===== src/rtl/mngdf_pkg.sv =====
// Package for the MNG chunk deframer: phase and status codes, the result
// record and the stream constants. It has no dependencies.
package mngdf_pkg;

  typedef enum logic [1:0] {
    PH_HEADER,
    PH_CHUNK,
    PH_HALT
  } phase_e;

  typedef enum logic [2:0] {
    ST_OK           = 3'd0,
    ST_BAD_SIG      = 3'd1,
    ST_NOT_MHDR     = 3'd2,
    ST_BAD_MHDR_LEN = 3'd3,
    ST_TOO_LONG     = 3'd4
  } status_e;

  // One tagged output byte.
  typedef struct packed {
    logic [7:0]  out_byte;
    logic [31:0] packet_number;
    logic        packet_start;
    logic        packet_end;
    logic        begin_of_stream;
    logic        end_of_stream;
    status_e     status;
  } result_t;

  localparam logic [31:0] KIND_MHDR      = 32'h4d48_4452;
  localparam logic [31:0] KIND_MEND      = 32'h4d45_4e44;
  localparam logic [31:0] MHDR_LENGTH    = 32'd28;
  localparam logic [31:0] HEADER_LAST    = 32'd47;
  localparam logic [31:0] CHUNK_OVERHEAD = 32'd12;
  localparam logic [31:0] SIG_BYTES      = 32'd8;

  localparam logic [7:0] MNG_SIG [8] = '{
    8'h8A, 8'h4D, 8'h4E, 8'h47, 8'h0D, 8'h0A, 8'h1A, 8'h0A
  };

endpackage


===== src/rtl/mngdf_framer.sv =====
// Framing state of the MNG chunk deframer: tracks the byte position in the
// current packet and tags each byte. Depends on mngdf_pkg.
module mngdf_framer #(
  parameter int PACKET_NUMBER_BITS = 32
) (
  input  logic                clk_i,
  input  logic                rst_ni,
  input  logic                step_i,
  input  logic [7:0]          data_byte_i,
  output mngdf_pkg::result_t  result_o
);

  localparam int PNB = PACKET_NUMBER_BITS;

  mngdf_pkg::phase_e  phase_q, phase_d;
  mngdf_pkg::status_e fault_q, fault_d;
  logic [31:0]        pos_q, pos_d;
  logic [31:0]        size_q, size_d;
  logic [31:0]        kind_q, kind_d;
  logic [PNB-1:0]     count_q, count_d;

  mngdf_pkg::status_e fault;
  logic               last_byte;
  logic [31:0]        kind_shift;
  logic [31:0]        chunk_last;
  logic [63:0]        count_ext;

  assign kind_shift = {kind_q[23:0], data_byte_i};
  assign chunk_last = {1'b0, size_q[30:0]} + (mngdf_pkg::CHUNK_OVERHEAD - 32'd1);
  assign count_ext  = 64'(count_q);

  // Fault detection and packet end for the current byte.
  always_comb begin
    fault     = mngdf_pkg::ST_OK;
    last_byte = 1'b0;
    unique case (phase_q)
      mngdf_pkg::PH_HEADER: begin
        if (pos_q < mngdf_pkg::SIG_BYTES) begin
          if (data_byte_i != mngdf_pkg::MNG_SIG[pos_q[2:0]]) begin
            fault = mngdf_pkg::ST_BAD_SIG;
          end
        end else if (pos_q == 32'd15) begin
          if (kind_shift != mngdf_pkg::KIND_MHDR) begin
            fault = mngdf_pkg::ST_NOT_MHDR;
          end else if (size_q != mngdf_pkg::MHDR_LENGTH) begin
            fault = mngdf_pkg::ST_BAD_MHDR_LEN;
          end
        end
        last_byte = (pos_q == mngdf_pkg::HEADER_LAST);
      end
      mngdf_pkg::PH_CHUNK: begin
        if (pos_q == 32'd0 && data_byte_i[7]) begin
          fault = mngdf_pkg::ST_TOO_LONG;
        end
        last_byte = (pos_q >= mngdf_pkg::CHUNK_OVERHEAD - 32'd1) && (pos_q == chunk_last);
      end
      default: begin
        fault     = mngdf_pkg::ST_OK;
        last_byte = 1'b0;
      end
    endcase
  end

  // Next state.
  always_comb begin
    phase_d = phase_q;
    fault_d = fault_q;
    pos_d   = pos_q;
    size_d  = size_q;
    kind_d  = kind_q;
    count_d = count_q;
    if (step_i && phase_q != mngdf_pkg::PH_HALT) begin
      if (phase_q == mngdf_pkg::PH_HEADER) begin
        if (pos_q >= 32'd8 && pos_q < 32'd12) begin
          size_d = {size_q[23:0], data_byte_i};
        end else if (pos_q >= 32'd12 && pos_q < 32'd16) begin
          kind_d = kind_shift;
        end
      end else begin
        if (pos_q == 32'd0) begin
          size_d = {24'd0, data_byte_i};
        end else if (pos_q < 32'd4) begin
          size_d = {1'b0, size_q[22:0], data_byte_i};
        end else if (pos_q == 32'd4) begin
          kind_d = {24'd0, data_byte_i};
        end else if (pos_q < 32'd8) begin
          kind_d = kind_shift;
        end
      end
      if (fault != mngdf_pkg::ST_OK) begin
        fault_d = fault;
        phase_d = mngdf_pkg::PH_HALT;
      end else if (last_byte) begin
        count_d = count_q + {{(PNB-1){1'b0}}, 1'b1};
        pos_d   = 32'd0;
        phase_d = mngdf_pkg::PH_CHUNK;
      end else begin
        pos_d = pos_q + 32'd1;
      end
    end
  end

  // Tags for the current byte.
  always_comb begin
    result_o.out_byte        = data_byte_i;
    result_o.packet_number   = count_ext[31:0];
    result_o.packet_start    = 1'b0;
    result_o.packet_end      = 1'b0;
    result_o.begin_of_stream = 1'b0;
    result_o.end_of_stream   = 1'b0;
    result_o.status          = (fault != mngdf_pkg::ST_OK) ? fault : fault_q;
    if (phase_q != mngdf_pkg::PH_HALT && fault == mngdf_pkg::ST_OK) begin
      result_o.packet_start = (pos_q == 32'd0);
      result_o.packet_end   = last_byte;
      if (last_byte) begin
        result_o.begin_of_stream = (phase_q == mngdf_pkg::PH_HEADER) ||
                                   (kind_q == mngdf_pkg::KIND_MHDR);
        result_o.end_of_stream   = (phase_q == mngdf_pkg::PH_CHUNK) &&
                                   (kind_q == mngdf_pkg::KIND_MEND);
      end
    end
  end

  always_ff @(posedge clk_i or negedge rst_ni) begin
    if (!rst_ni) begin
      phase_q <= mngdf_pkg::PH_HEADER;
      fault_q <= mngdf_pkg::ST_OK;
      pos_q   <= '0;
      size_q  <= '0;
      kind_q  <= '0;
      count_q <= '0;
    end else begin
      phase_q <= phase_d;
      fault_q <= fault_d;
      pos_q   <= pos_d;
      size_q  <= size_d;
      kind_q  <= kind_d;
      count_q <= count_d;
    end
  end

endmodule


===== src/rtl/mng_chunk_deframer.sv =====
// Top level of the MNG chunk deframer: framing state plus an output register
// and a skid register. Depends on mngdf_pkg and mngdf_framer.
//
// Usage: raw MNG stream bytes arrive on the input channel (in_valid_i,
// in_stall_o, data_byte_i), one byte per transfer. Every byte leaves on the
// output channel (out_valid_o, out_stall_i and the payload ports) unchanged,
// tagged with its packet number, start and end marks, begin and end of
// stream flags, and a status code. Packet 0 is the 8-byte signature plus the
// 40-byte MHDR chunk; every later chunk is one packet of length + 12 bytes.
// Each byte is registered in the output register, or in the skid register
// while the output is held. Throughput: one byte per cycle while in_stall_o
// is low, with a combinational framing update (position counter, chunk end).
// When the receiver stalls, the output register holds its byte and one more
// byte is caught in the skid register; only then is in_stall_o raised, and
// it is driven from a register alone.
// A fault latches its status code; framing halts but bytes keep flowing with
// all marks cleared and the packet number frozen. Only reset clears a fault.
// Reset empties both registers and restarts the search for the signature.
module mng_chunk_deframer #(
  parameter int PACKET_NUMBER_BITS = 32
) (
  input  logic        clk_i,
  input  logic        rst_ni,
  input  logic        in_valid_i,
  output logic        in_stall_o,
  input  logic [7:0]  data_byte_i,
  output logic        out_valid_o,
  input  logic        out_stall_i,
  output logic [7:0]  out_byte_o,
  output logic [31:0] packet_number_o,
  output logic        packet_start_o,
  output logic        packet_end_o,
  output logic        begin_of_stream_o,
  output logic        end_of_stream_o,
  output logic [2:0]  status_o
);

  mngdf_pkg::result_t result;
  mngdf_pkg::result_t out_q, out_d;
  mngdf_pkg::result_t skid_q, skid_d;
  logic               out_valid_q, out_valid_d;
  logic               skid_valid_q, skid_valid_d;
  logic               in_xfer;
  logic               out_xfer;

  assign in_stall_o = skid_valid_q;
  assign in_xfer    = in_valid_i && !skid_valid_q;
  assign out_xfer   = out_valid_q && !out_stall_i;

  mngdf_framer #(
    .PACKET_NUMBER_BITS(PACKET_NUMBER_BITS)
  ) u_framer (
    .clk_i      (clk_i),
    .rst_ni     (rst_ni),
    .step_i     (in_xfer),
    .data_byte_i(data_byte_i),
    .result_o   (result)
  );

  // Output register with skid: a new result goes to the output register when
  // it is empty or being drained, otherwise into the skid register.
  always_comb begin
    out_d        = out_q;
    skid_d       = skid_q;
    out_valid_d  = out_valid_q;
    skid_valid_d = skid_valid_q;
    if (skid_valid_q) begin
      if (out_xfer) begin
        out_d        = skid_q;
        skid_valid_d = 1'b0;
      end
    end else if (in_xfer) begin
      if (!out_valid_q || out_xfer) begin
        out_d       = result;
        out_valid_d = 1'b1;
      end else begin
        skid_d       = result;
        skid_valid_d = 1'b1;
      end
    end else if (out_xfer) begin
      out_valid_d = 1'b0;
    end
  end

  always_ff @(posedge clk_i or negedge rst_ni) begin
    if (!rst_ni) begin
      out_valid_q  <= 1'b0;
      skid_valid_q <= 1'b0;
    end else begin
      out_valid_q  <= out_valid_d;
      skid_valid_q <= skid_valid_d;
    end
  end

  always_ff @(posedge clk_i) begin
    out_q  <= out_d;
    skid_q <= skid_d;
  end

  assign out_valid_o       = out_valid_q;
  assign out_byte_o        = out_q.out_byte;
  assign packet_number_o   = out_q.packet_number;
  assign packet_start_o    = out_q.packet_start;
  assign packet_end_o      = out_q.packet_end;
  assign begin_of_stream_o = out_q.begin_of_stream;
  assign end_of_stream_o   = out_q.end_of_stream;
  assign status_o          = out_q.status;

  // The skid register is only ever filled behind a held output byte.
  a_skid_behind_out: assert property (@(posedge clk_i) disable iff (!rst_ni)
    skid_valid_q |-> out_valid_q)
    else $error("skid register holds a byte while the output register is empty");

  // Once a fault is reported, no framing marks are shown.
  a_fault_no_marks: assert property (@(posedge clk_i) disable iff (!rst_ni)
    (out_valid_o && status_o != mngdf_pkg::ST_OK) |->
      !(packet_start_o || packet_end_o || begin_of_stream_o || end_of_stream_o))
    else $error("framing mark shown on a faulted byte");

  // Stream flags are only reported on the last byte of a packet.
  a_flags_at_end: assert property (@(posedge clk_i) disable iff (!rst_ni)
    (out_valid_o && (begin_of_stream_o || end_of_stream_o)) |-> packet_end_o)
    else $error("stream flag outside a packet end");

  // A latched fault never clears while reset is inactive.
  a_fault_sticky: assert property (@(posedge clk_i) disable iff (!rst_ni)
    (out_xfer && status_o != mngdf_pkg::ST_OK) |=>
      (!out_valid_o || status_o != mngdf_pkg::ST_OK))
    else $error("fault status cleared without reset");

endmodule

===== config.mk =====
export PLATFORM = sky130hd
export DESIGN_NAME = mng_chunk_deframer
export DESIGN_NICKNAME = d
export VERILOG_FILES = /design/src/rtl/mngdf_pkg.sv /design/src/rtl/mngdf_framer.sv /design/src/rtl/mng_chunk_deframer.sv
export SDC_FILE = /design/constraint.sdc
export NUM_CORES = 1
export LEC_CHECK = 0
export BUFFER_PORTS_ARGS = -buffer_cell sky130_fd_sc_hd__buf_2
export CORE_UTILIZATION = 56
export DETAILED_ROUTE_END_ITERATION = 8
export PLACE_DENSITY = 0.8
export SLEW_MARGIN = 20
export SYNTH_ARGS = -nofsm -noshare
export SYNTH_HDL_FRONTEND = slang
export SYNTH_SLANG_ARGS = --single-unit

===== constraint.sdc =====
create_clock -name clk_i -period 4.6 [get_ports clk_i]
set_clock_uncertainty 0.05 [all_clocks]
set_input_delay 0.23 -clock clk_i [delete_from_list [all_inputs] [get_ports clk_i]]
set_output_delay 0.23 -clock clk_i [all_outputs]
set_load 0.05 [all_outputs]

---- After elaboration in Yosys (flattened, before gate mapping) ----
Memory sizes are Yosys's and may differ from the RTL's.
Index checks and enable logic that the tools add are counted.
word-level totals
  output and inout bits ................... 49
  flip-flop bits (word level) ............. 229
  bits in latches ......................... 0
  bits in writable memories ............... 0
  memory bits (read-only) ................. 64
  word-level logic and storage cells ...... 126
  memories kept ........................... 1
memory list
  name             depth  bits a word  rd ports  clocked after memory_dff  wr ports  line                RTL
  (no name shown)  8      8            1         0                         0         mngdf_framer.sv:39  if (data_byte_i != mngdf_pkg::MNG_SIG[pos_q[2:0]]) begin
operators by class
  multipliers ............................. 0
  reduce and logical (&&, ||, !) cells .... 32
  equality and inequality tests ........... 18
  mux-type cells .......................... 38
  divide/modulo/power cells ............... 0
  bitwise gates (word level) .............. 4
  add/sub/neg operators ................... 3
  shift operators ......................... 0
  magnitude comparators ................... 8
operator list
  kind                                                                count
  two-way mux 32 bit                                                  12
  two-way mux 47 bit                                                  4
  greater-or-equal comparator 32 x 4 -> 1 bit, second input constant  3
  adder 32 x 1 -> 32 bit, second input constant                       2
  equality test 32 x 31 -> 1 bit, second input constant               2
  less-than comparator 32 x 4 -> 1 bit, second input constant         2
  adder 31 x 4 -> 32 bit, second input constant                       1
  equality test 32 x 3 -> 1 bit, second input constant                1
  equality test 32 bit                                                1
  equality test 32 x 4 -> 1 bit, second input constant                1
  equality test 32 x 6 -> 1 bit, second input constant                1
  logical NOT 32 bit                                                  1
  less-than comparator 32 x 3 -> 1 bit, second input constant         1
  less-than comparator 32 x 5 -> 1 bit, second input constant         1
  inequality test 32 x 31 -> 1 bit, second input constant             1
  inequality test 32 x 5 -> 1 bit, second input constant              1
  two-way mux 8 bit                                                   2
  two-way mux 3 bit                                                   5
  AND reduction 3 bit                                                 5
  inequality test 2 bit, second input constant                        6
  logical AND 1 bit                                                   9
  nonzero test 3 bit                                                  3
  two-way mux 1 bit                                                   8
  two-way mux 2 bit                                                   4
  16 further kinds                                                    26

---- Logic depth before layout (Yosys ltp) ----
Gate-level depths: netlist (run 1).
  depth after elaboration ................. 14
  mapped depth ............................ 13
  gate-level depth less buffers ........... 11

---- Hierarchy ----
A second synthesis (run 1) with hierarchy kept.
unflattened totals
  cell total of the unflattened synthesis .. 974
  area total of the unflattened synthesis .. 11748.8 µm²
modules (own cells, without submodules)
  module              area each (µm²)  cells an instance  seq. area each (µm²)  times used
  mngdf_framer        8007.7           814                3328.2                1
  mng_chunk_deframer  3741.1           160                2872.8                1

---- Least setup slack after synthesis (run 1) ----
No wires, ideal clock.
  kind .................................... reg-to-reg
  start point ............................. reg skid_valid_q (netlist: in_stall_o)
  end point ............................... reg out_q, in the netlist begin_of_stream_o (enable)
  data required time ...................... 4.027 ns
  arrival ................................. 4.792 ns
  cell stages (with the launch flop) ...... 5
  setup time .............................. 0.523 ns
  path slack .............................. -0.766 ns
  path buffers ............................ 2
  path through ............................ dfrtp_1 -> clkbuf_1 -> clkbuf_1 -> nand2_1 -> a21boi_0
between the ends
  longest elaborated chain between the ends .. 4
RTL lines
  what                                      line                      RTL
  start, declared                           mng_chunk_deframer.sv:42  logic skid_valid_q, skid_valid_d;
  start signal, assigned                    mng_chunk_deframer.sv:91  skid_valid_q <= skid_valid_d;
  logical NOT 1 bit                         mng_chunk_deframer.sv:47  assign in_xfer = in_valid_i && !skid_valid_q;
  logical AND 1 bit                         mng_chunk_deframer.sv:47
  nonzero test 2 bit (no source line)       --
  AND reduction 3 bit (no source line) (*)  --
  end signal, assigned                      mng_chunk_deframer.sv:96  out_q <= out_d;
  end, declared                             mng_chunk_deframer.sv:39  mngdf_pkg::result_t out_q, out_d;
Mark *: on every way between the ends. The rest lies on a longest branch, timed or not.
A chain may end at the register's enable or synchronous reset.

---- Worst setup path in the final report (run 1) ----
  start point ............................. reg u_framer.pos_q[0]
  end point ............................... reg u_framer.count_q[1]
between the ends
  longest elaborated chain between the ends .. 11
RTL lines
  what                                                  line                 RTL
  start, declared                                       mngdf_framer.sv:17   logic [31:0] pos_q, pos_d;
  start signal, assigned                                mngdf_framer.sv:135  pos_q <= pos_d;
  NOT 3 -> 4 bit (not written as such)                  mngdf_framer.sv:39
  memory (8 x 8 bit)                                    --
  two-way mux 8 bit (not written as such) (2 in a row)  mngdf_framer.sv:39
  inequality test 8 bit                                 mngdf_framer.sv:39
  two-way mux 1 bit                                     mngdf_framer.sv:39
  two-way mux 3 bit                                     mngdf_framer.sv:38   if (pos_q < mngdf_pkg::SIG_BYTES) begin
  one-hot mux 3 bit (2 select lines)                    mngdf_framer.sv:36   unique case (phase_q)
  nonzero test 3 bit                                    mngdf_framer.sv:90   if (fault != mngdf_pkg::ST_OK) begin
  NOT 1 bit (no source line)                            --
  AND reduction 3 bit (no source line) (*)              --
  end signal, assigned                                  mngdf_framer.sv:138  count_q <= count_d;
  end, declared                                         mngdf_framer.sv:20   logic [PNB-1:0] count_q, count_d;
Mark *: on every way between the ends. The rest lies on a longest branch, timed or not. The select of a mux whose other input is x is not followed.

==> results of run 1 <==
## registers in the layout, summed over array words and instances, names as in the netlist, 2 cells and up
signal,flops
skid_q,47
packet_number_o,32
u_framer.count_q,32
u_framer.kind_q,32
u_framer.pos_q,32
u_framer.size_q,32
out_byte_o,8
status_o,3
u_framer.fault_q,3
u_framer.phase_q,2
## kinds of logic after synthesis
logic type	after synthesis	share of synthesized area
simple gates	357	0.182
flops	229	0.540
compound gates	158	0.110
buf+inv	87	0.0359
xor+xnor	79	0.0602
mux	64	0.0624
fa+ha+maj	9	0.00980
## through the flow
stage | total power, uW | worst slack [ns] | area (um2) | std cells | hold WS [ns]
global route | 6450 | 0.692 | 12800 | 1307 | 0.0142
detailed placement | 4320 | 0.992 | 12000 | 1257 | 0.341
floorplan | 3940 | 0.509 | 11500 | 983 | -0.116
CTS | 6240 | 0.915 | 12800 | 1307 | 0.00999
global placement | 4270 | 1.07 | 12000 | 1257 | 0.342
finish | 6220 | 0.840 | 12800 | 1307 | 0.0245
## layer usage
layer	vias to the layer above	wire length (um)	GRT usage
li1	3757	-	-
met1	4025	11300	0.347
met2	277	11900	0.387
met3	32	1490	0.0358
met4	0	343	0.0542
met5	-	0	0
## what timing repair did
item | CTS | global route
endpoints found under the hold margin | 104 | 0
hold buffers | 8 | 0
resized for setup | 0 | 0
## layout make-up
class                      instances  area share
sequential                       229       0.484
tap                              270      0.0264
multi-input combinational        667       0.383
inverter                          15     0.00440
clock inverter                    16      0.0145
clock buffer                      26      0.0458
timing repair buffer              84      0.0415
## power by group through the flow
| stage | combinational, uW | clock [uW] | sequential, uW |
|---|---|---|---|
| after CTS | 1650 | 1940 | 2650 |
| final | 1640 | 1920 | 2650 |
| after detailed placement | 1630 | 0 | 2690 |
| after global routing | 1740 | 2030 | 2680 |
| after floorplan | 661 | 0 | 3270 |
| after global placement | 1600 | 0 | 2670 |
## synthesized netlist by cell type (all sizes together), types with 3 or more instances
cell type / number / area [um2]
a31o: 3 / 26.3
nor2b: 3 / 18.8
o211ai: 6 / 45.0
a21oi: 12 / 60.1
buf: 32 / 205
o2111ai: 4 / 58.8
edfxtp: 94 / 2820
mux2: 61 / 687
and4: 7 / 61.3
ha: 9 / 113
clkbuf: 40 / 151
nand2: 74 / 280
o31ai: 10 / 85.1
nand3: 50 / 255
and2: 8 / 50.1
nor4b: 9 / 85.1
or4: 5 / 41.3
o311ai: 4 / 35.0
a21boi: 3 / 22.5
a41oi: 4 / 35.0
nor3b: 6 / 45.0
mux2i: 3 / 30.0
nand3b: 6 / 45.0
nor4: 26 / 228
o21ai: 24 / 124
nand4: 23 / 144
nor3: 47 / 315
a22oi: 4 / 30.0
nand2b: 6 / 37.5
xnor2: 29 / 254
xor2: 50 / 438
and4b: 3 / 30.0
nor4bb: 4 / 40.0
a31oi: 9 / 77.6
a221o: 8 / 80.1
inv: 15 / 56.3
o21a: 4 / 30.0
nor2: 40 / 150
a22o: 52 / 455
or3: 9 / 56.3
dfrtp: 135 / 3380
and3: 25 / 156
## worst register-to-register path, stage by stage, from the launching register on
cell and delay (ns):
dfrtp_1 0.53, inv_1 0.17, ha_1 0.30, or3_1 0.36, a21oi_1 0.18, a31o_2 0.13, a41oi_1 0.14, o211ai_1 0.35
nand3_2 0.52, buf_4 0.40, nor2_1 0.17, mux2_2 0.35
## path summary, 6_finish.rpt
path | start | end | slack [ns] | depth (start not counted)
setup reg to reg | u_framer.pos_q[0]$_DFFE_PN0P_ | u_framer.count_q[1]$_DFFE_PN0P_ | 0.84 | 11
max in group asynchronous | rst_ni | u_framer.size_q[4]$_DFFE_PN0P_ | 3.11 | 3
min in group asynchronous | rst_ni | u_framer.kind_q[22]$_DFFE_PN0P_ | 0.29 | 2
hold / removal | data_byte_i[1] | skid_q[40]$_DFFE_PP_ | 0.02 | 1
setup / recovery | u_framer.pos_q[0]$_DFFE_PN0P_ | u_framer.count_q[1]$_DFFE_PN0P_ | 0.84 | 11
hold reg to reg | u_framer.count_q[27]$_DFFE_PN0P_ | skid_q[34]$_DFFE_PP_ | 0.41 | 0
==> metrics, run 1 <==
nature of the critical path endpoint register; DRT Wirelength 25100 um; switching share of power 0.348; Root Driver clkbuf_16; CP Cell Sequence inv_1, ha_1, or3_1, a21oi_1, a31o_2, a41oi_1, o211ai_1, nand3_2, buf_4, nor2_1, mux2_2; routed vias 8091; clk_lat worst skew 0.53 ns; flop and latch count out of synthesis 229; max-cap viol count 0; RSZ-0062 raised after global routing false; CP Max Fanout 21; remaining antenna violation count 0; number of global-route vias before repair 7850; Final min period 3.76 ns; Rows 52; async set-reset flop share out of synthesis 0.590; Final Setup Violations 0; largest net degree at the start of global routing 99; worst slew pin tran 0.936 ns; Hold Crit Class input port to register; Post-Syn Area per Cell 11.7 um2; CP required 4.95 ns; Fin. Hold Viols 0; layout cells sized above 1 0.212; Critical Path AT 4.11 ns; fmax 266 MHz; Antenna diodes 0; grt total ovfl 0; die height 145 um; WL/cell 19.2 um; I/O pin cnt 61; Clock power frac 0.309; maximum VDD drop 0.313 mV; Yosys cell types 75; most frequent cells in the layout 134 x dfrtp_1, 94 x edfxtp_1, 73 x nand2_1; critical setup path kind register to register; Pleak 0.00525 uW; Final Net Count 1041; Die ar. 21100 um2; Mapped Nets 1004; Initial DRC Count 705; Cell Area, Synth 11500 um2; Total GRT Usage 0.241; max_slew headroom 0.376; first-pass detailed-route iteration total 5; Syn Inst Count 983; Initial Utilization 0.570; number of antenna violations at the first check in global routing 0; core area 20200 um2; fill cell count 1532; register area 6200 um2; H-tree depth 1; CP top delay family simple AND/OR/NAND/NOR gates; Sum Neg Setup Slack 0 ns; commonest non-fill, non-tap cell in the layout dfrtp_1; Internal Power 4050 uW; Port Buffers 60; area grow syn2layout 11.4%; multi-input logic area 4900 um2; fin util 0.635; crit path max-delay cell type dfrtp_1; post-DP HPWL 16600 um; Seq pwr share 0.427; Comb power frac 0.264; TritonCTS clock tree done; clk slew on worst S/H paths 0.06 ns; first-pass GRT wire length 41500 um; CTS max path bufs 3; clk sinks 229; Switching Power 2160 uW; Inserted Clock Buffers 23; final period utilization 0.817; DRC 0; outcome complete, no violations; Power Density 486 nW/um2; DIE WIDTH 145 um; crit start category register; Slew Limit Fails 0; GP Congestion 0.904; Ys Warns 0; vias per cell 6.19; largest stage delay on the critical path 0.53 ns; worst path bufs/invs 2; Post-synth EDFFs 94; Seq/Total Area, Yosys 0.540; Post-CTS Setup Bufs 0; Top FF cell, synth dfrtp_1
No activity file was read; power rests on OpenSTA's default activity.
==> run 2, diff against run 1 <==
--- a/config.mk
+++ b/config.mk
@@ -6,9 +6,9 @@
 export NUM_CORES = 1
 export LEC_CHECK = 0
 export BUFFER_PORTS_ARGS = -buffer_cell sky130_fd_sc_hd__buf_2
-export CORE_UTILIZATION = 56
+export CORE_UTILIZATION = 62
 export DETAILED_ROUTE_END_ITERATION = 8
-export PLACE_DENSITY = 0.8
+export PLACE_DENSITY = 0.84
 export SLEW_MARGIN = 20
 export SYNTH_ARGS = -nofsm -noshare
 export SYNTH_HDL_FRONTEND = slang
==> constraint.sdc (replaced) <==
create_clock -name clk_i -period 3.6 [get_ports clk_i]
set_clock_uncertainty 0.05 [all_clocks]
set_input_delay 0.18 -clock clk_i [delete_from_list [all_inputs] [get_ports clk_i]]
set_output_delay 0.18 -clock clk_i [all_outputs]
set_load 0.05 [all_outputs]
==> run 2 against run 1 <==
Compared with the run above: combinational power rose by 32%; wire length rose by 0.48%; sequential power rose by 27%; sequential cell count did not move; setup slack got worse by 0.61 ns; via count rose by 2.2%; highest routed layer unchanged; total power rose by 31%; non-clock buffer count rose by 24; sequential share of layout area fell by 0.91 points; the flow now finishes with violations (DRC).
==> metrics, run 2 (same netlist as run 1, synthesis figures left out) <==
CP top delay family simple AND/OR/NAND/NOR gates; final period utilization 0.937 (+0.120); first-pass GRT wire length 41600 um (+0.38%); first-pass detailed-route iteration total 8 (+3); Final Setup Violations 0 (unchanged); worst path bufs/invs 1 (-1); Final Net Count 1067 (+2.5%); Final Power 8160 uW (+31%); Clock power frac 0.324 (+0.015); fmax 296 MHz (+11%); TritonCTS clock tree done; number of antenna violations at the first check in global routing 0 (unchanged); outcome finished with violations; Post-Layout Cell Count 1294 (-0.99%); failing checks DRC; Root Driver clkbuf_16; Rows 49 (-5.8%); Initial DRC Count 743 (+5.4%); max_slew headroom 0.401 (+0.0254); DP Cell Count 1237 (-1.6%); Switching Power 2760 uW (+28%); DRC 22 (+22); Critical Path AT 3.78 ns (-0.33 ns); most frequent cells in the layout 134 x dfrtp_1, 94 x edfxtp_1, 73 x nand2_1; GP Congestion 0.966 (+6.8%); grt total ovfl 0 (unchanged); Post-CTS Setup Bufs 0 (unchanged); most flop-heavy register skid_q; Die ar. 19100 um2 (-9.6%); crit start category register; clk_lat worst skew 0.52 ns (about the same); Final WS setup 0.227 ns (-0.614 ns); area grow syn2layout 13.5%; Initial Utilization 0.635 (+0.0656); Fin. Hold Viols 0 (unchanged); routed vias 8271 (+2.2%); Final min period 3.37 ns (-0.386 ns); crit path max-delay cell type nor3_1; CP Cell Sequence inv_1, ha_1, and2b_2, o2111ai_4, or3_1, mux2_2, o21ai_2, a2bb2oi_2, and3_1, nor3_1, a31o_2; Pleak 0.00542 uW (+3.3%); DRT Wirelength 25200 um (+0.48%); I/O pin cnt 61 (unchanged); fin util 0.721 (+0.0866); Sum Neg Setup Slack 0 ns (unchanged); RSZ-0062 raised after global routing false; core area 18100 um2 (-10%); WL met3 1550 um (+3.8%); Comb power frac 0.264 (about the same); Internal Power 5400 uW (+33%); number of global-route vias before repair 8060 (+2.7%); largest net degree at the start of global routing 82 (-17%); CP Max Fanout 7 (-67%); clk sinks 229 (unchanged); CTS max path bufs 3 (unchanged); commonest non-fill, non-tap cell in the layout dfrtp_1; remaining antenna violation count 0 (unchanged); Largest register FFs 47 (unchanged); Slew Limit Fails 0 (unchanged); Total GRT Usage 0.268 (+0.0279); clk slew on worst S/H paths 0.06 ns (about the same); die height 138 um (-4.9%); nature of the critical path endpoint register; Antenna diodes 0 (unchanged); post-DP HPWL 16400 um (-0.96%); Max Used Layer met4; Power Density 626 nW/um2 (+29%); Seq pwr share 0.412 (-0.015); maximum VDD drop 0.355 mV (+13%); met2 routed WL 12100 um (+1.7%); switching share of power 0.338 (-0.00996); max-cap viol count 0 (unchanged); critical setup path kind register to register; Post-Route M1 WL 11100 um (-2.5%); Port Buffers 60 (unchanged); layout cells sized above 1 0.233 (+0.0207); Inserted Clock Buffers 25 (+8.7%); Setup WS pre-CTS 0.206 ns (-0.786 ns); vias per cell 6.39 (+3.3%); largest stage delay on the critical path 0.64 ns (+0.11 ns); Hold Crit Class input port to register; worst slew pin tran 0.895 ns (-0.0415 ns); H-tree depth 1 (unchanged); DIE WIDTH 138 um (-4.9%); CP required 4.00 ns (-0.95 ns); WL/cell 19.5 um (+1.5%)
-- run 2: cell count changes in the layout (fill, tap and decap cells not counted), moves of 2 or more --
cell | before | now
buf_4 | 14 | 33
dlygate4sd3_1 | 8 | 11
clkbuf_1 | 3 | 1
clkbuf_16 | 23 | 25
clkbuf_8 | 0 | 2
clkinv_2 | 4 | 6
-- run 2: what timing repair did --
action                     in CTS  in global routing
hold buffers                   11                  0
setup endpoints to repair       0                 10
gates resized for setup         0                  3
hold endpoints to repair       94                  0
-- run 2: per-stage QoR --
stage,cell area (um2),hold WS (ns)
6_report,13000,0.177
4_1_cts,13000,0.168
3_3_place_gp,12100,0.229
3_5_place_dp,12100,0.231
2_1_floorplan,11500,-0.166
5_1_grt,13000,0.201
-- run 2: cell type report --
cell class                 count  area [um2]
clock inverter                18         204
clock buffer                  28         657
fill                        1143        5040
inverter                      15        56.3
sequential                   229        6200
timing repair buffer         108         736
multi-input combinational    667        4900
tap                          229         287
-- run 2: power by group through the flow --
stage          clock network (uW)  logic [uW]  registers [uW]
6_report                     2640        2160            3360
5_1_grt                      2780        2280            3390
4_1_cts                      2670        2160            3360
3_5_place_dp                    0        2130            3410
3_3_place_gp                    0        2090            3390
2_1_floorplan                   0         849            4170
-- run 2: worst register-to-register path: stages, from the launching register on --
cell and delay (ns):
dfrtp_1 0.42, inv_1 0.09, ha_1 0.24, and2b_2 0.30, o2111ai_4 0.16, or3_1 0.43
mux2_2 0.28, o21ai_2 0.14, a2bb2oi_2 0.10, and3_1 0.21, nor3_1 0.64, a31o_2 0.26
-- run 2: metal layers --
metal	track usage	up-vias
met4	0.0857	0
met5	0	-
met3	0.0298	43
met2	0.439	313
met1	0.380	4102
li1	-	3813
-- run 2: path summary, 6_finish.rpt --
check / slack (ns) / depth (start not counted) / startpoint / to
worst min register to register: 0.40 / 0 / u_framer.count_q[27]$_DFFE_PN0P_ / skid_q[34]$_DFFE_PP_
worst min-delay path: 0.18 / 3 / in_valid_i / out_valid_o$_DFFE_PN0P_
worst max register to register: 0.23 / 11 / u_framer.size_q[0]$_DFFE_PN0P_ / u_framer.pos_q[5]$_DFFE_PN0P_
worst max-delay path: 0.23 / 11 / u_framer.size_q[0]$_DFFE_PN0P_ / u_framer.pos_q[5]$_DFFE_PN0P_
min in group asynchronous: 0.21 / 2 / rst_ni / u_framer.pos_q[10]$_DFFE_PN0P_
max in group asynchronous: 2.52 / 3 / rst_ni / u_framer.count_q[17]$_DFFE_PN0P_
==> run 3, diff against run 2 <==
--- a/config.mk
+++ b/config.mk
@@ -6,9 +6,9 @@
 export NUM_CORES = 1
 export LEC_CHECK = 0
 export BUFFER_PORTS_ARGS = -buffer_cell sky130_fd_sc_hd__buf_2
-export CORE_UTILIZATION = 62
+export CORE_UTILIZATION = 56
 export DETAILED_ROUTE_END_ITERATION = 8
-export PLACE_DENSITY = 0.84
+export PLACE_DENSITY = 0.8
 export SLEW_MARGIN = 20
 export SYNTH_ARGS = -nofsm -noshare
 export SYNTH_HDL_FRONTEND = slang
==> constraint.sdc (replaced) <==
create_clock -name clk_i -period 2.95 [get_ports clk_i]
set_clock_uncertainty 0.05 [all_clocks]
set_input_delay 0.1475 -clock clk_i [delete_from_list [all_inputs] [get_ports clk_i]]
set_output_delay 0.1475 -clock clk_i [all_outputs]
set_load 0.05 [all_outputs]
==> run 3 against run 2 <==
Compared with the run above: sequential cell count stayed put; critical path depth is 2 higher; cell count rose by 13%; the run ends with setup timing left; highest routed layer unchanged.
==> metrics, run 3 (same netlist as run 1, synthesis figures left out) <==
outcome finished with violations; failing checks setup timing; post-DP HPWL 18600 um (+13%); die height 145 um (+5.1%); DIE WIDTH 145 um (+5.1%); fin util 0.750 (+0.0290); Largest register FFs 47 (unchanged); Port Buffers 60 (unchanged); Power Density 699 nW/um2 (+12%); max_slew headroom 0.469 (+0.0675); Rows 52 (+6.1%); Post-Layout Cell Count 1457 (+13%); number of antenna violations at the first check in global routing 0 (unchanged); DRT Wirelength 34700 um (+38%); CP Max Fanout 6 (-1); grt total ovfl 0 (unchanged); DRC 0 (-100%); RSZ-0062 raised after global routing true; Hold Crit Class input port to async pin; Initial Utilization 0.570 (-0.0656); R2R depth 13 (+2); Final Net Count 1191 (+12%); crit start category register; Die ar. 21100 um2 (+11%); max-cap viol count 0 (unchanged); most frequent cells in the layout 134 x buf_4, 130 x dfrtp_1, 94 x edfxtp_1; Root Driver clkbuf_16; vias per cell 6.67 (+4.3%); WL/cell 23.8 um (+22%); routed vias 9713 (+17%); Inserted Clock Buffers 23 (-8.0%); first-pass detailed-route iteration total 5 (-3); critical setup path kind register to register; nature of the critical path endpoint register; remaining antenna violation count 0 (unchanged); TritonCTS clock tree done; GP Congestion 0.955 (-1.1%); CTS max path bufs 3 (unchanged); first-pass GRT wire length 49900 um (+20%); Initial DRC Count 937 (+26%); Final Setup Violations 77 (+77); Final Power 10600 uW (+30%); core area 20200 um2 (+12%); DP Cell Count 1377 (+11%); Critical Path AT 3.60 ns (-0.18 ns); worst slew pin tran 0.793 ns (-0.102 ns); layout cells sized above 1 0.386 (+0.153); number of global-route vias before repair 9256 (+15%); largest net degree at the start of global routing 56 (-32%); Pleak 0.00660 uW (+22%); I/O pin cnt 61 (unchanged); Total GRT Usage 0.296 (+0.0279); Fin. Hold Viols 0 (unchanged); fill cell count 1147 (+0.35%); CP required 3.32 ns (-0.68 ns); most flop-heavy register skid_q; final period utilization 1.10 (+0.159); clk sinks 229 (unchanged); area grow syn2layout 31.7%; maximum VDD drop 0.376 mV (+6.0%); commonest non-fill, non-tap cell in the layout buf_4; clk_lat worst skew 0.52 ns (about the same); fmax 309 MHz (+4.3%); Slew Limit Fails 0 (unchanged); Final WS setup -0.284 ns (-0.511 ns); Final min period 3.23 ns (-0.139 ns); H-tree depth 1 (unchanged); Antenna diodes 0 (unchanged); clk slew on worst S/H paths 0.07 ns (about the same); Final Hold Slack 0.0713 ns (-0.105 ns)
==> run 3: metal layers <==
| metal | vias to the layer above | global-route usage | wire length, um |
|---|---|---|---|
| li1 | 4068 | - | - |
| met1 | 4865 | 0.387 | 13100 |
| met2 | 628 | 0.503 | 17200 |
| met3 | 152 | 0.0462 | 2880 |
| met4 | 0 | 0.106 | 1550 |
| met5 | - | 0 | 0 |
==> run 3: worst max-delay path, cell delays in order (launching register included) <==
cell and delay, ns:
dfrtp_1 0.40, buf_6 0.13, o21a_4 0.23, o2111ai_4 0.23, nor2_2 0.06, xnor2_1 0.12
or4_4 0.55, a211oi_4 0.28, a31oi_4 0.14, buf_12 0.17, buf_16 0.15, buf_12 0.15
nor3_4 0.22, xor2_1 0.25
==> run 3: layout make-up <==
cell class	instances	area, um2	area share
Sequential cell	229	6210	0.410
Multi-Input combinational cell	667	5760	0.381
Timing Repair Buffer	234	1950	0.129
Clock buffer	31	636	0.0420
Tap cell	270	338	0.0223
Clock inverter	11	191	0.0126
Inverter	15	56.3	0.00372
==> run 3: report_power, final <==
part,switching [uW],internal [uW]
registers,198,3880
clock network,1260,1960
logic,2250,1030
==> run 3: worst paths after layout <==
kind | from | endpoint | slack [ns]
setup / recovery | u_framer.size_q[0]$_DFFE_PN0P_ | u_framer.count_q[22]$_DFFE_PN0P_ | -0.28
setup reg to reg | u_framer.size_q[0]$_DFFE_PN0P_ | u_framer.count_q[22]$_DFFE_PN0P_ | -0.28
hold / removal | rst_ni | u_framer.kind_q[17]$_DFFE_PN0P_ | 0.07
max in group asynchronous | rst_ni | u_framer.pos_q[9]$_DFFE_PN0P_ | 1.90
min in group clk_i | in_valid_i | out_valid_o$_DFFE_PN0P_ | 0.21
hold reg to reg | u_framer.count_q[27]$_DFFE_PN0P_ | skid_q[34]$_DFFE_PP_ | 0.42
==> run 3: timing repair <==
| action | in CTS | in global routing |
|---|---|---|
| pin swaps | 55 | 56 |
| gates cloned | 3 | 0 |
| setup endpoints to repair | 63 | 76 |
| gates resized for setup | 83 | 108 |
| hold endpoints to repair | 123 | 0 |
| hold buffers | 11 | 0 |
| setup buffers | 12 | 14 |
==> run 3: metrics by stage <==
stage / setup TNS [ns] / cell area [um2] / setup WS, ns
global placement: -1.17 / 12900 / -0.0818
finish: -8.20 / 15100 / -0.284
floorplan: 0 / 11500 / 0.0104
global route: -15.43 / 15100 / -0.361
CTS: -4.72 / 14500 / -0.140
detailed placement: -6.81 / 12900 / -0.207
